File: src/deq_pkg.sv
// Shared definitions for the double-ended queue: operation and status codes
// and the command and status bundles between the controller and the datapath.
// No dependencies.
package deq_pkg;

    localparam int OP_W     = 3;
    localparam int STATUS_W = 2;

    localparam logic [OP_W-1:0] OP_PUSH_FRONT = 3'd0;
    localparam logic [OP_W-1:0] OP_PUSH_BACK  = 3'd1;
    localparam logic [OP_W-1:0] OP_POP_FRONT  = 3'd2;
    localparam logic [OP_W-1:0] OP_POP_BACK   = 3'd3;
    localparam logic [OP_W-1:0] OP_READ       = 3'd4;
    localparam logic [OP_W-1:0] OP_CLEAR      = 3'd5;

    localparam logic [STATUS_W-1:0] ST_OK    = 2'd0;
    localparam logic [STATUS_W-1:0] ST_EMPTY = 2'd1;
    localparam logic [STATUS_W-1:0] ST_FULL  = 2'd2;
    localparam logic [STATUS_W-1:0] ST_RANGE = 2'd3;

    typedef struct packed {
        logic capture;
        logic commit;
        logic load_rdata;
    } deq_cmd_t;

    typedef struct packed {
        logic out_free;
        logic read_hit;
    } deq_sts_t;

endpackage

File: src/deq_ram.sv
// Generic single-port RAM with a registered read for the queue element store.
// No dependencies.
module deq_ram #(
    parameter int WIDTH = 32,
    parameter int DEPTH = 16
) (
    input  logic                     aclk,
    input  logic                     en,
    input  logic                     we,
    input  logic [$clog2(DEPTH)-1:0] addr,
    input  logic [WIDTH-1:0]         wdata,
    output logic [WIDTH-1:0]         rdata
);

    logic [WIDTH-1:0] mem [DEPTH];
    logic [WIDTH-1:0] rdata_reg;

    always_ff @(posedge aclk) begin
        if (en) begin
            if (we) begin
                mem[addr] <= wdata;
            end else begin
                rdata_reg <= mem[addr];
            end
        end
    end

    assign rdata = rdata_reg;

endmodule

File: src/deq_ctrl.sv
// Controller of the double-ended queue: sequences capture, commit and read
// data return for one operation at a time. Depends on deq_pkg.
module deq_ctrl (
    input  logic              aclk,
    input  logic              aresetn,
    input  logic              s_valid,
    output logic              s_ready,
    input  deq_pkg::deq_sts_t sts,
    output deq_pkg::deq_cmd_t cmd
);

    localparam logic [1:0] ST_IDLE  = 2'd0;
    localparam logic [1:0] ST_EXEC  = 2'd1;
    localparam logic [1:0] ST_RDATA = 2'd2;

    logic [1:0] state_reg;
    logic [1:0] state_next;

    always_comb begin
        s_ready        = (state_reg == ST_IDLE);
        cmd.capture    = (state_reg == ST_IDLE) && s_valid;
        cmd.commit     = (state_reg == ST_EXEC) && sts.out_free;
        cmd.load_rdata = (state_reg == ST_RDATA);
        state_next     = state_reg;
        unique case (state_reg)
            ST_IDLE: begin
                if (s_valid) begin
                    state_next = ST_EXEC;
                end
            end
            ST_EXEC: begin
                if (sts.out_free) begin
                    state_next = sts.read_hit ? ST_RDATA : ST_IDLE;
                end
            end
            ST_RDATA: begin
                state_next = ST_IDLE;
            end
            default: begin
                state_next = ST_IDLE;
            end
        endcase
    end

    always_ff @(posedge aclk) begin
        if (!aresetn) begin
            state_reg <= ST_IDLE;
        end else begin
            state_reg <= state_next;
        end
    end

endmodule

File: src/deq_dpath.sv
// Datapath of the double-ended queue: operation registers, ring pointers,
// element store and the result register. Depends on deq_pkg and deq_ram.
module deq_dpath #(
    parameter int DEPTH = 16,
    parameter int WIDTH = 32
) (
    input  logic                         aclk,
    input  logic                         aresetn,
    input  deq_pkg::deq_cmd_t            cmd,
    output deq_pkg::deq_sts_t            sts,
    input  logic [deq_pkg::OP_W-1:0]     in_op,
    input  logic [WIDTH-1:0]             in_value,
    input  logic [$clog2(DEPTH)-1:0]     in_pos,
    input  logic                         out_ready,
    output logic                         out_valid,
    output logic [WIDTH-1:0]             out_value,
    output logic [deq_pkg::STATUS_W-1:0] out_status,
    output logic [$clog2(DEPTH+1)-1:0]   out_occ
);

    localparam int ADDR_W = $clog2(DEPTH);
    localparam int CNT_W  = $clog2(DEPTH + 1);
    localparam int SUM_W  = ADDR_W + 1;

    logic [deq_pkg::OP_W-1:0]     op_reg;
    logic [WIDTH-1:0]             value_reg;
    logic [ADDR_W-1:0]            pos_reg;
    logic [ADDR_W-1:0]            front_reg;
    logic [ADDR_W-1:0]            front_next;
    logic [CNT_W-1:0]             count_reg;
    logic [CNT_W-1:0]             count_next;
    logic                         out_valid_reg;
    logic                         out_valid_next;
    logic [WIDTH-1:0]             out_value_reg;
    logic [deq_pkg::STATUS_W-1:0] out_status_reg;
    logic [deq_pkg::STATUS_W-1:0] status_next;
    logic [CNT_W-1:0]             out_occ_reg;

    logic              full;
    logic              empty;
    logic              in_range;
    logic [SUM_W-1:0]  back_sum;
    logic [SUM_W-1:0]  read_sum;
    logic [SUM_W-1:0]  next_sum;
    logic [ADDR_W-1:0] back_slot;
    logic [ADDR_W-1:0] read_slot;
    logic [ADDR_W-1:0] next_slot;
    logic [ADDR_W-1:0] prev_slot;
    logic              ram_en;
    logic              ram_we;
    logic [ADDR_W-1:0] ram_addr;
    logic [WIDTH-1:0]  ram_rdata;

    always_comb begin
        full     = (count_reg == CNT_W'(DEPTH));
        empty    = (count_reg == '0);
        in_range = (CNT_W'(pos_reg) < count_reg);

        back_sum = SUM_W'(front_reg) + SUM_W'(count_reg[ADDR_W-1:0]);
        read_sum = SUM_W'(front_reg) + SUM_W'(pos_reg);
        next_sum = SUM_W'(front_reg) + SUM_W'(1);
        back_slot = (back_sum >= SUM_W'(DEPTH)) ? ADDR_W'(back_sum - SUM_W'(DEPTH))
                                                : ADDR_W'(back_sum);
        read_slot = (read_sum >= SUM_W'(DEPTH)) ? ADDR_W'(read_sum - SUM_W'(DEPTH))
                                                : ADDR_W'(read_sum);
        next_slot = (next_sum >= SUM_W'(DEPTH)) ? ADDR_W'(next_sum - SUM_W'(DEPTH))
                                                : ADDR_W'(next_sum);
        prev_slot = (front_reg == '0) ? ADDR_W'(DEPTH - 1) : front_reg - ADDR_W'(1);

        sts.read_hit = (op_reg == deq_pkg::OP_READ) && in_range;
        sts.out_free = !out_valid_reg || out_ready;

        front_next  = front_reg;
        count_next  = count_reg;
        status_next = deq_pkg::ST_OK;
        ram_en      = 1'b0;
        ram_we      = 1'b0;
        ram_addr    = read_slot;

        unique case (op_reg)
            deq_pkg::OP_PUSH_FRONT: begin
                if (full) begin
                    status_next = deq_pkg::ST_FULL;
                end else begin
                    front_next = prev_slot;
                    count_next = count_reg + CNT_W'(1);
                    ram_en     = 1'b1;
                    ram_we     = 1'b1;
                    ram_addr   = prev_slot;
                end
            end
            deq_pkg::OP_PUSH_BACK: begin
                if (full) begin
                    status_next = deq_pkg::ST_FULL;
                end else begin
                    count_next = count_reg + CNT_W'(1);
                    ram_en     = 1'b1;
                    ram_we     = 1'b1;
                    ram_addr   = back_slot;
                end
            end
            deq_pkg::OP_POP_FRONT: begin
                if (empty) begin
                    status_next = deq_pkg::ST_EMPTY;
                end else begin
                    front_next = next_slot;
                    count_next = count_reg - CNT_W'(1);
                end
            end
            deq_pkg::OP_POP_BACK: begin
                if (empty) begin
                    status_next = deq_pkg::ST_EMPTY;
                end else begin
                    count_next = count_reg - CNT_W'(1);
                end
            end
            deq_pkg::OP_READ: begin
                if (in_range) begin
                    ram_en = 1'b1;
                end else begin
                    status_next = deq_pkg::ST_RANGE;
                end
            end
            deq_pkg::OP_CLEAR: begin
                front_next = '0;
                count_next = '0;
            end
            default: begin
            end
        endcase

        if (!cmd.commit) begin
            ram_en = 1'b0;
        end

        out_valid_next = out_valid_reg && !out_ready;
        if (cmd.commit && !sts.read_hit) begin
            out_valid_next = 1'b1;
        end
        if (cmd.load_rdata) begin
            out_valid_next = 1'b1;
        end
    end

    deq_ram #(
        .WIDTH (WIDTH),
        .DEPTH (DEPTH)
    ) u_ram (
        .aclk  (aclk),
        .en    (ram_en),
        .we    (ram_we),
        .addr  (ram_addr),
        .wdata (value_reg),
        .rdata (ram_rdata)
    );

    always_ff @(posedge aclk) begin
        if (!aresetn) begin
            front_reg     <= '0;
            count_reg     <= '0;
            out_valid_reg <= 1'b0;
        end else begin
            out_valid_reg <= out_valid_next;
            if (cmd.commit) begin
                front_reg <= front_next;
                count_reg <= count_next;
            end
        end
    end

    always_ff @(posedge aclk) begin
        if (cmd.capture) begin
            op_reg    <= in_op;
            value_reg <= in_value;
            pos_reg   <= in_pos;
        end
        if (cmd.commit) begin
            out_value_reg  <= '0;
            out_status_reg <= status_next;
            out_occ_reg    <= count_next;
        end
        if (cmd.load_rdata) begin
            out_value_reg <= ram_rdata;
        end
    end

    assign out_valid  = out_valid_reg;
    assign out_value  = out_value_reg;
    assign out_status = out_status_reg;
    assign out_occ    = out_occ_reg;

endmodule

File: src/double_ended_queue_top.sv
// Top level of the double-ended queue: stream ports and field packing.
// Depends on deq_pkg, deq_ctrl and deq_dpath.
//
// Usage: each transfer on the s_axis channel is one operation (push front,
// push back, pop front, pop back, read at a position from the front, clear).
// Every operation returns exactly one result transfer on the m_axis channel
// with the read value, a status code and the element count afterwards.
// Operations are handled one at a time: an operation is taken in the idle
// state and committed in the execute state once the result register is free,
// and no new one is accepted until it is through; a read that hits a stored
// element then also passes the registered read of the element RAM before its
// result is loaded. The result register parts the two
// sides: the next operation is accepted while a result still waits, and the
// commit waits only while that earlier result is not yet taken. When the
// receiver stalls, m_axis_tvalid and m_axis_tdata hold. Reset empties the
// queue and drops any pending result; stored elements are not cleared and
// need no clearing pass.
module double_ended_queue_top #(
    parameter int DEPTH = 16,
    parameter int WIDTH = 32
) (
    input  logic aclk,
    input  logic aresetn,
    input  logic s_axis_tvalid,
    output logic s_axis_tready,
    // op, entry_value, position
    input  logic [((deq_pkg::OP_W + WIDTH + $clog2(DEPTH) + 7) / 8) * 8 - 1:0] s_axis_tdata,
    output logic m_axis_tvalid,
    input  logic m_axis_tready,
    // read_value, status, occupancy
    output logic [((WIDTH + deq_pkg::STATUS_W + $clog2(DEPTH + 1) + 7) / 8) * 8 - 1:0]
        m_axis_tdata
);

    localparam int ADDR_W  = $clog2(DEPTH);
    localparam int CNT_W   = $clog2(DEPTH + 1);
    localparam int OUT_BITS = WIDTH + deq_pkg::STATUS_W + CNT_W;
    localparam int OUT_W   = ((OUT_BITS + 7) / 8) * 8;

    deq_pkg::deq_cmd_t            cmd;
    deq_pkg::deq_sts_t            sts;
    logic [WIDTH-1:0]             out_value;
    logic [deq_pkg::STATUS_W-1:0] out_status;
    logic [CNT_W-1:0]             out_occ;

    deq_ctrl u_ctrl (
        .aclk    (aclk),
        .aresetn (aresetn),
        .s_valid (s_axis_tvalid),
        .s_ready (s_axis_tready),
        .sts     (sts),
        .cmd     (cmd)
    );

    deq_dpath #(
        .DEPTH (DEPTH),
        .WIDTH (WIDTH)
    ) u_dpath (
        .aclk       (aclk),
        .aresetn    (aresetn),
        .cmd        (cmd),
        .sts        (sts),
        .in_op      (s_axis_tdata[deq_pkg::OP_W-1:0]),
        .in_value   (s_axis_tdata[deq_pkg::OP_W +: WIDTH]),
        .in_pos     (s_axis_tdata[deq_pkg::OP_W + WIDTH +: ADDR_W]),
        .out_ready  (m_axis_tready),
        .out_valid  (m_axis_tvalid),
        .out_value  (out_value),
        .out_status (out_status),
        .out_occ    (out_occ)
    );

    assign m_axis_tdata = OUT_W'({out_occ, out_status, out_value});

endmodule

File: config.mk
export PLATFORM = sky130hd
export DESIGN_NAME = double_ended_queue_top
export DESIGN_NICKNAME = d
export VERILOG_FILES = /design/src/deq_pkg.sv /design/src/deq_ram.sv /design/src/deq_ctrl.sv /design/src/deq_dpath.sv /design/src/double_ended_queue_top.sv
export SDC_FILE = /design/constraint.sdc
export NUM_CORES = 1
export LEC_CHECK = 0
export ABC_AREA = 1
export BUFFER_PORTS_ARGS = -buffer_cell sky130_fd_sc_hd__buf_2
export CAP_MARGIN = 15
export CORE_MARGIN = 1.5
export CORE_UTILIZATION = 55
export DETAILED_ROUTE_END_ITERATION = 8
export PLACE_DENSITY = 0.72
export SLEW_MARGIN = 20
export SYNTH_ARGS = -nofsm -noshare
export SYNTH_HDL_FRONTEND = slang
export SYNTH_HIERARCHICAL = 1
export SYNTH_SLANG_ARGS = --single-unit
File: constraint.sdc
create_clock -name aclk -period 4.48 [get_ports aclk]
set_clock_uncertainty 0.05 [all_clocks]
set_input_delay 0 -clock aclk [delete_from_list [all_inputs] [get_ports aclk]]
set_output_delay 0 -clock aclk [all_outputs]
set_load 0.1 [all_outputs]
==> impl_metrics.py, run 1 <==
metrics = {
    "run_status": {
        "status": "completed",
    },
    "timing": {
        "setup_violations": 0,
        "hold_slack_ns": 0.0694,
        "hold_violations": 0,
        "finalCriticalPeriod_ns": 3.66,
        "worstMarginPinSlew_ns": 1.19,
        "rsz0062_at_grt": "false",
        "fin_crit_sh": 0.816,
        "tns_ns": 0,
        "relSlewSlack": 0.207,
        "fmax_mhz": 273,
        "drv_slew": 0,
    },
    "cts": {
        "post_cts_buffers": 0,
        "cts_buffer_depth": 3,
        "h-tree-depth": 3,
        "clock_sinks": 634,
        "clk_pin_slew_ns": 0.06,
        "clock_latency_ns": 0.59,
        "cts_made_buffers": 66,
        "cts_tree": "built",
        "clock-root-buffer": "clkbuf_16",
    },
    "min_path": {
        "hold_start": "s_axis_tdata[14]",
        "hold_depth": 2,
        "holdPathEnd": "u_dpath/value_reg[11]",
        "hp-class": "in2reg",
    },
    "detailed_routing": {
        "met2_length_um": 27800,
        "wl_met3_um": 4190,
        "via_per_inst": 5.18,
        "drt-met1-wl_um": 24600,
        "first_pass_iters": 5,
        "routed.top_layer": "met4",
        "wl_per_cell_um": 17.7,
        "drc": 0,
        "drt_iter0_markers": 1506,
        "drtAntennaViolNets": 0,
        "num_vias": 17000,
        "wirelength_um": 58000,
    },
    "synthesis": {
        "synth_nets": 2557,
        "synth_edf_count": 622,
        "muxShareOfSynthArea": 0,
        "avgSynthCellArea_um2": 10.6,
        "synth_fa_ha_area_frac": 0.00762,
        "synth_seq_cells": 634,
        "ys_seq_area_frac": 0.711,
        "synth_ff_type": "edfxtp_1",
        "synth_cells": 2498,
        "ys_warn_count": 6,
        "async_reset_ff_frac": 0,
        "synth_top_family_by_area": "simple AND/OR/NAND/NOR gates",
        "synth_compound_area_frac": 0.00588,
        "netlist_area_um2": 26600,
        "yosysUniqueCellTypes": 38,
        "yosys.area_share.simple": 0.225,
        "synth_xor_area_frac": 0.00296,
    },
    "die": {
        "die_h_um": 223,
        "die_area_um2": 49700,
        "die_w_um": 223,
        "core_area_um2": 47700,
        "ioPinCount": 86,
        "rows": 80,
        "initial_utilization": 0.557,
    },
    "power": {
        "p_leak_uw": 0.0128,
        "power.density_nw_per_um2": 454,
        "vdd_drop_max_v": 0.000300,
    },
    "placement": {
        "portBuffers": 83,
        "place.detailed.hpwl_um": 29600,
        "gp_congestion": 0.845,
    },
    "grt": {
        "grt_max_degree": 247,
        "first_global_vias": 16400,
        "grt_first_pass_wirelength_um": 89200,
        "grt-ovfl-total": 0,
        "gr-usage-all-layers": 0.237,
        "grt_antenna_before_repair": 0,
    },
    "worst_setup_path": {
        "r2r_cells": 16,
        "endpoint_kind": "register",
        "critPathLaunchType": "register",
        "r2r_slack_ns": 0.82,
        "worstSetupPathType": "reg2reg",
        "crit_required_ns": 4.90,
        "rr_startpoint": "u_dpath/count_reg[0]",
        "arrival_ns": 4.07,
        "cp_max_fo": 140,
        "reg2reg_to": "u_dpath/u_ram/rdata[11]",
    },
    "finish": {
        "largest_reg_flops": 512,
        "drive_gt1_frac": 0.0922,
        "nFillCells": 3578,
        "final_nets": 2681,
        "antenna_cells": 0,
        "area_growth_pct": 13.4,
        "regMostFlops": "u_dpath/u_ram/mem",
    },
    "flow_run": {
        "maxCapViolCount": 0,
    },
}
-- synthesized netlist by cell type, types with 2 or more instances --
master,instances,area [µm²]
inv_2,4,15.0
buf_6,24,270
nand2_1,1478,5550
fa_1,2,40.0
buf_4,19,143
nor2_1,34,128
o22ai_1,2,12.5
buf_1,6,22.5
ha_1,13,163
nor2_2,3,18.8
xor2_1,4,35.0
buf_2,42,210
dfxtp_1,12,240
nand2_2,3,18.8
nand3_1,32,160
a21oi_1,11,55.1
nand4_1,9,56.3
o21ai_1,4,20.0
clkbuf_1,14,52.6
inv_1,133,499
o21ai_0,7,35.0
xnor2_1,5,43.8
edfxtp_1,622,18700
-- cell type report --
cell class / count / area (µm²) / area share
Clock buffer: 81 / 1770 / 0.0587
Clock inverter: 34 / 282 / 0.00933
Tap cell: 615 / 769 / 0.0255
Sequential cell: 634 / 18900 / 0.627
Multi-Input combinational cell: 1619 / 6600 / 0.219
Inverter: 139 / 529 / 0.0175
Timing Repair Buffer: 162 / 1290 / 0.0428
-- cell usage in the layout (no fill, tap or decap), types with 2 or more instances in the layout --
master / n
nor2_2: 3
clkinv_1: 18
inv_2: 5
clkbuf_16: 69
nand3_1: 32
edfxtp_1: 622
a21oi_1: 11
xnor2_1: 5
clkbuf_1: 12
o21ai_1: 4
nand2_2: 3
fa_1: 2
inv_6: 3
clkinv_2: 10
nand4_1: 9
buf_4: 22
dfxtp_1: 12
buf_12: 12
buf_2: 83
o22ai_1: 2
o21ai_0: 7
nor2_4: 21
xor2_1: 4
bufinv_16: 5
nor2_1: 14
inv_1: 131
nand2_1: 1478
dlygate4sd3_1: 43
ha_1: 13
-- power by group --
group          switching (µW)  internal (µW)  total, µW  leakage (µW)
Combinational            1270            474       1750       0.00607
Sequential                102           6620       6720       0.00572
Clock                    2140           3090       5230       0.00101
-- how the worst max path moves through the flow --
stage | startpoint | slack, ns | cells after the start | to
3_5_place_dp | u_dpath/count_reg[0] | 0.90 | 13 | u_dpath/u_ram/rdata[23]
6_report | u_dpath/count_reg[0] | 0.82 | 16 | u_dpath/u_ram/rdata[11]
5_1_grt | u_dpath/count_reg[0] | 0.59 | 16 | u_dpath/u_ram/rdata[7]
4_1_cts | u_dpath/count_reg[0] | 0.87 | 13 | u_dpath/u_ram/rdata[15]
2_1_floorplan | u_dpath/count_reg[0] | 0.60 | 11 | u_dpath/u_ram/mem[0][0]
3_3_place_gp | u_dpath/count_reg[0] | 0.96 | 13 | u_dpath/u_ram/rdata[23]
-- repair_timing --
item / in CTS / in global routing
hold buffers: 43 / 0
hold endpoints to repair: 51 / 0
gates resized for setup: 0 / 0
-- per-stage QoR --
step | area [µm²] | setup WS, ns | utilization | std cells | power (µW)
detailed placement | 27600 | 0.897 | 0.579 | 3125 | 8550
finish | 30200 | 0.823 | 0.632 | 3284 | 13700
floorplan | 26600 | 0.604 | - | 2498 | 8160
global placement | 27600 | 0.963 | 0.579 | 3125 | 8500
global route | 30200 | 0.591 | 0.632 | 3284 | 14200
CTS | 30100 | 0.868 | 0.631 | 3283 | 13800
-- critical path: stages, from the launching register on --
cell and delay, ns:
dfxtp_1 0.51, inv_1 0.21, ha_1 0.36, nand3_4 0.18, nand2_2 0.11, a21o_4 0.30, inv_6 0.14, buf_12 0.39
buf_16 0.47, nand2_1 0.13, nand2_1 0.10, nand2_1 0.05, nand2_1 0.10, nand2_1 0.06, nand2_1 0.09, inv_1 0.05
nand2_1 0.06
-- kinds of logic (layout without fill, tap and decap cells) --
kind of cell / Yosys count / in the layout
AO/OA/AOI/OAI: 28 / 28
XOR/XNOR: 9 / 9
adder cells (fa/ha/maj): 15 / 15
buffers and inverters: 245 / 416
flip-flops: 634 / 634
other: 1 / 1
AND/OR/NAND/NOR: 1566 / 1566
-- metal layers --
layer,global-route usage,up-vias
met5,0,-
met4,0.0768,0
met3,0.0435,109
met2,0.391,591
met1,0.321,7997
li1,-,8311
No activity file was read; power rests on OpenSTA's default activity.
==> run 2: changes to the inputs <==
==> constraint.sdc (replaced) <==
create_clock -name aclk -period 3.85 [get_ports aclk]
set_clock_uncertainty 0.05 [all_clocks]
set_input_delay 0 -clock aclk [delete_from_list [all_inputs] [get_ports aclk]]
set_output_delay 0 -clock aclk [all_outputs]
set_load 0.1 [all_outputs]
==> impl_metrics.py, run 2 (synthesized netlist as in run 1, its figures left out) <==
metrics = {
    "finish": {
        "fin_area_um2": 30400,
        "area_growth_pct": 14.5,
        "antenna_cells": 0,
        "largest_reg_flops": 512,
        "layout_common_cells": "nand2_1 (1478), edfxtp_1 (622), inv_1 (131)",
        "drive_gt1_frac": 0.0958,
        "final_common_cell": "nand2_1",
        "regMostFlops": "u_dpath/u_ram/mem",
        "nFillCells": 3541,
        "final_nets": 2684,
    },
    "timing": {
        "finalCriticalPeriod_ns": 3.59,
        "worstMarginPinSlew_ns": 1.06,
        "tns_ns": 0,
        "rsz0062_at_grt": "false",
        "relSlewSlack": 0.294,
        "hold_violations": 0,
        "fmax_mhz": 279,
        "drv_slew": 0,
        "setup_violations": 0,
        "fin_crit_sh": 0.933,
    },
    "grt": {
        "first_global_vias": 16800,
        "grt_antenna_before_repair": 0,
        "grt-ovfl-total": 0,
        "grt_max_degree": 141,
        "gr-usage-all-layers": 0.240,
        "grt_first_pass_wirelength_um": 90600,
    },
    "die": {
        "die_h_um": 223,
        "core_area_um2": 47700,
        "ioPinCount": 86,
        "initial_utilization": 0.557,
        "die_area_um2": 49700,
        "die_w_um": 223,
        "rows": 80,
    },
    "min_path": {
        "hp-class": "in2reg",
    },
    "cts": {
        "post_cts_buffers": 0,
        "clock_sinks": 634,
        "cts_resized": 0,
        "cts_buffer_depth": 3,
        "clock_latency_ns": 0.60,
        "clock-root-buffer": "clkbuf_16",
        "cts_made_buffers": 68,
        "h-tree-depth": 3,
        "clk_pin_slew_ns": 0.06,
        "cts_tree": "built",
    },
    "flow_run": {
        "maxCapViolCount": 0,
    },
    "worst_setup_path": {
        "worstSetupPathType": "reg2reg",
        "path_cells": "inv_1, ha_1, nand3_4, nand2_2, nand2_1, o21ai_1, nand2_1, inv_1, buf_12, nand2_1, nand2_1, inv_1, nand2_1",
        "cp_max_fo": 24,
        "cpPeakStageDelay_ns": 0.48,
        "crit_required_ns": 4.26,
        "endpoint_kind": "register",
        "critPathLaunchType": "register",
        "slowest_stage": "inv_1",
        "arrival_ns": 4.00,
        "cpMostUsedCell": "nand2_1",
    },
    "placement": {
        "place_area_um2": 27800,
        "gp_congestion": 0.866,
        "portBuffers": 83,
        "place.detailed.hpwl_um": 30100,
    },
    "detailed_routing": {
        "via_per_inst": 5.26,
        "drc": 0,
        "drt_iter0_markers": 1691,
        "first_pass_iters": 7,
        "wirelength_um": 58700,
        "num_vias": 17300,
        "wl_per_cell_um": 17.9,
        "drtAntennaViolNets": 0,
    },
    "power": {
        "netSwitchingPower_uw": 4200,
        "p_leak_uw": 0.0129,
        "swShare": 0.256,
        "pwr-share-seq": 0.477,
        "internal_power_uw": 12200,
        "pwr-share-comb": 0.125,
        "power.density_nw_per_um2": 539,
        "vdd_drop_max_v": 0.000378,
        "pwr-share-clk": 0.398,
    },
    "run_status": {
        "status": "completed",
    },
}
[run 2: cell types whose count changed in the layout (fill, tap and decap cells not counted), moves of 3 or more]
cell	previous run	this run
buf_12	12	20
buf_4	22	17
clkbuf_1	12	8
bufinv_16	5	8
clkbuf_16	69	72
clkinv_2	10	7
clkinvlp_4	0	3
[run 2: metrics by stage]
| stage | hold slack [ns] | std cells | utilization | setup WS, ns | power [µW] |
|---|---|---|---|---|---|
| after CTS | 0.0260 | 3288 | 0.638 | 0.332 | 16500 |
| after global routing | 0.0516 | 3288 | 0.638 | 0.0571 | 17000 |
| after detailed placement | 0.128 | 3127 | 0.581 | 0.356 | 9960 |
| after floorplan | 0.0489 | 2498 | - | -0.0260 | 9490 |
| after global placement | 0.127 | 3127 | 0.581 | 0.500 | 9920 |
| final | 0.0612 | 3288 | 0.638 | 0.259 | 16400 |
[run 2: power by group through the flow]
stage	sequential, µW	clock, µW	combinational [µW]
final	7830	6540	2050
after global routing	7840	6900	2290
after CTS	7820	6640	2050
after detailed placement	7970	0	1990
after global placement	7960	0	1960
after floorplan	8080	0	1410
[run 2: repair_timing]
action,CTS,global route
endpoints found under the setup margin,0,0
endpoints found under the hold margin,51,0
hold buffers,43,0
[run 2: final timing paths]
check,end,slack [ns],depth (start not counted),from
setup / recovery,u_dpath/u_ram/rdata[0],0.26,13,u_dpath/count_reg[0]
hold / removal,u_dpath/value_reg[20],0.06,2,s_axis_tdata[23]
setup reg to reg,u_dpath/u_ram/rdata[0],0.26,13,u_dpath/count_reg[0]
hold reg to reg,u_dpath/out_value[29],0.45,2,u_dpath/u_ram/rdata[29]
[run 2: area by class of cell]
cell class | instances | area, µm² | area share
multi-input cells | 1619 | 6600 | 0.217
clock buffers | 80 | 1830 | 0.0602
inverters | 139 | 529 | 0.0174
clock inverters | 38 | 417 | 0.0137
repair buffers | 163 | 1370 | 0.0451
flip-flops and latches | 634 | 18900 | 0.621
well taps | 615 | 769 | 0.0253
[run 2: per-layer routing]
| layer | wire length [µm] | up-vias | track usage | part of all wire |
|---|---|---|---|---|
| met1 | 24100 | 8138 | 0.317 | 0.41 |
| li1 | - | 8313 | - | - |
| met2 | 28600 | 690 | 0.404 | 0.49 |
| met5 | 0 | - | 0 | 0 |
| met4 | 1830 | 0 | 0.0990 | 0.031 |
| met3 | 4210 | 144 | 0.0342 | 0.072 |
[run 2: worst max-delay path: cells and delay by family, from the launching register on]
kind,cells,cell delay [ns]
buf+inv,4,1.05
flops,1,0.40
fa+ha+maj,1,0.38
simple gates,7,1.09
compound gates,1,0.47
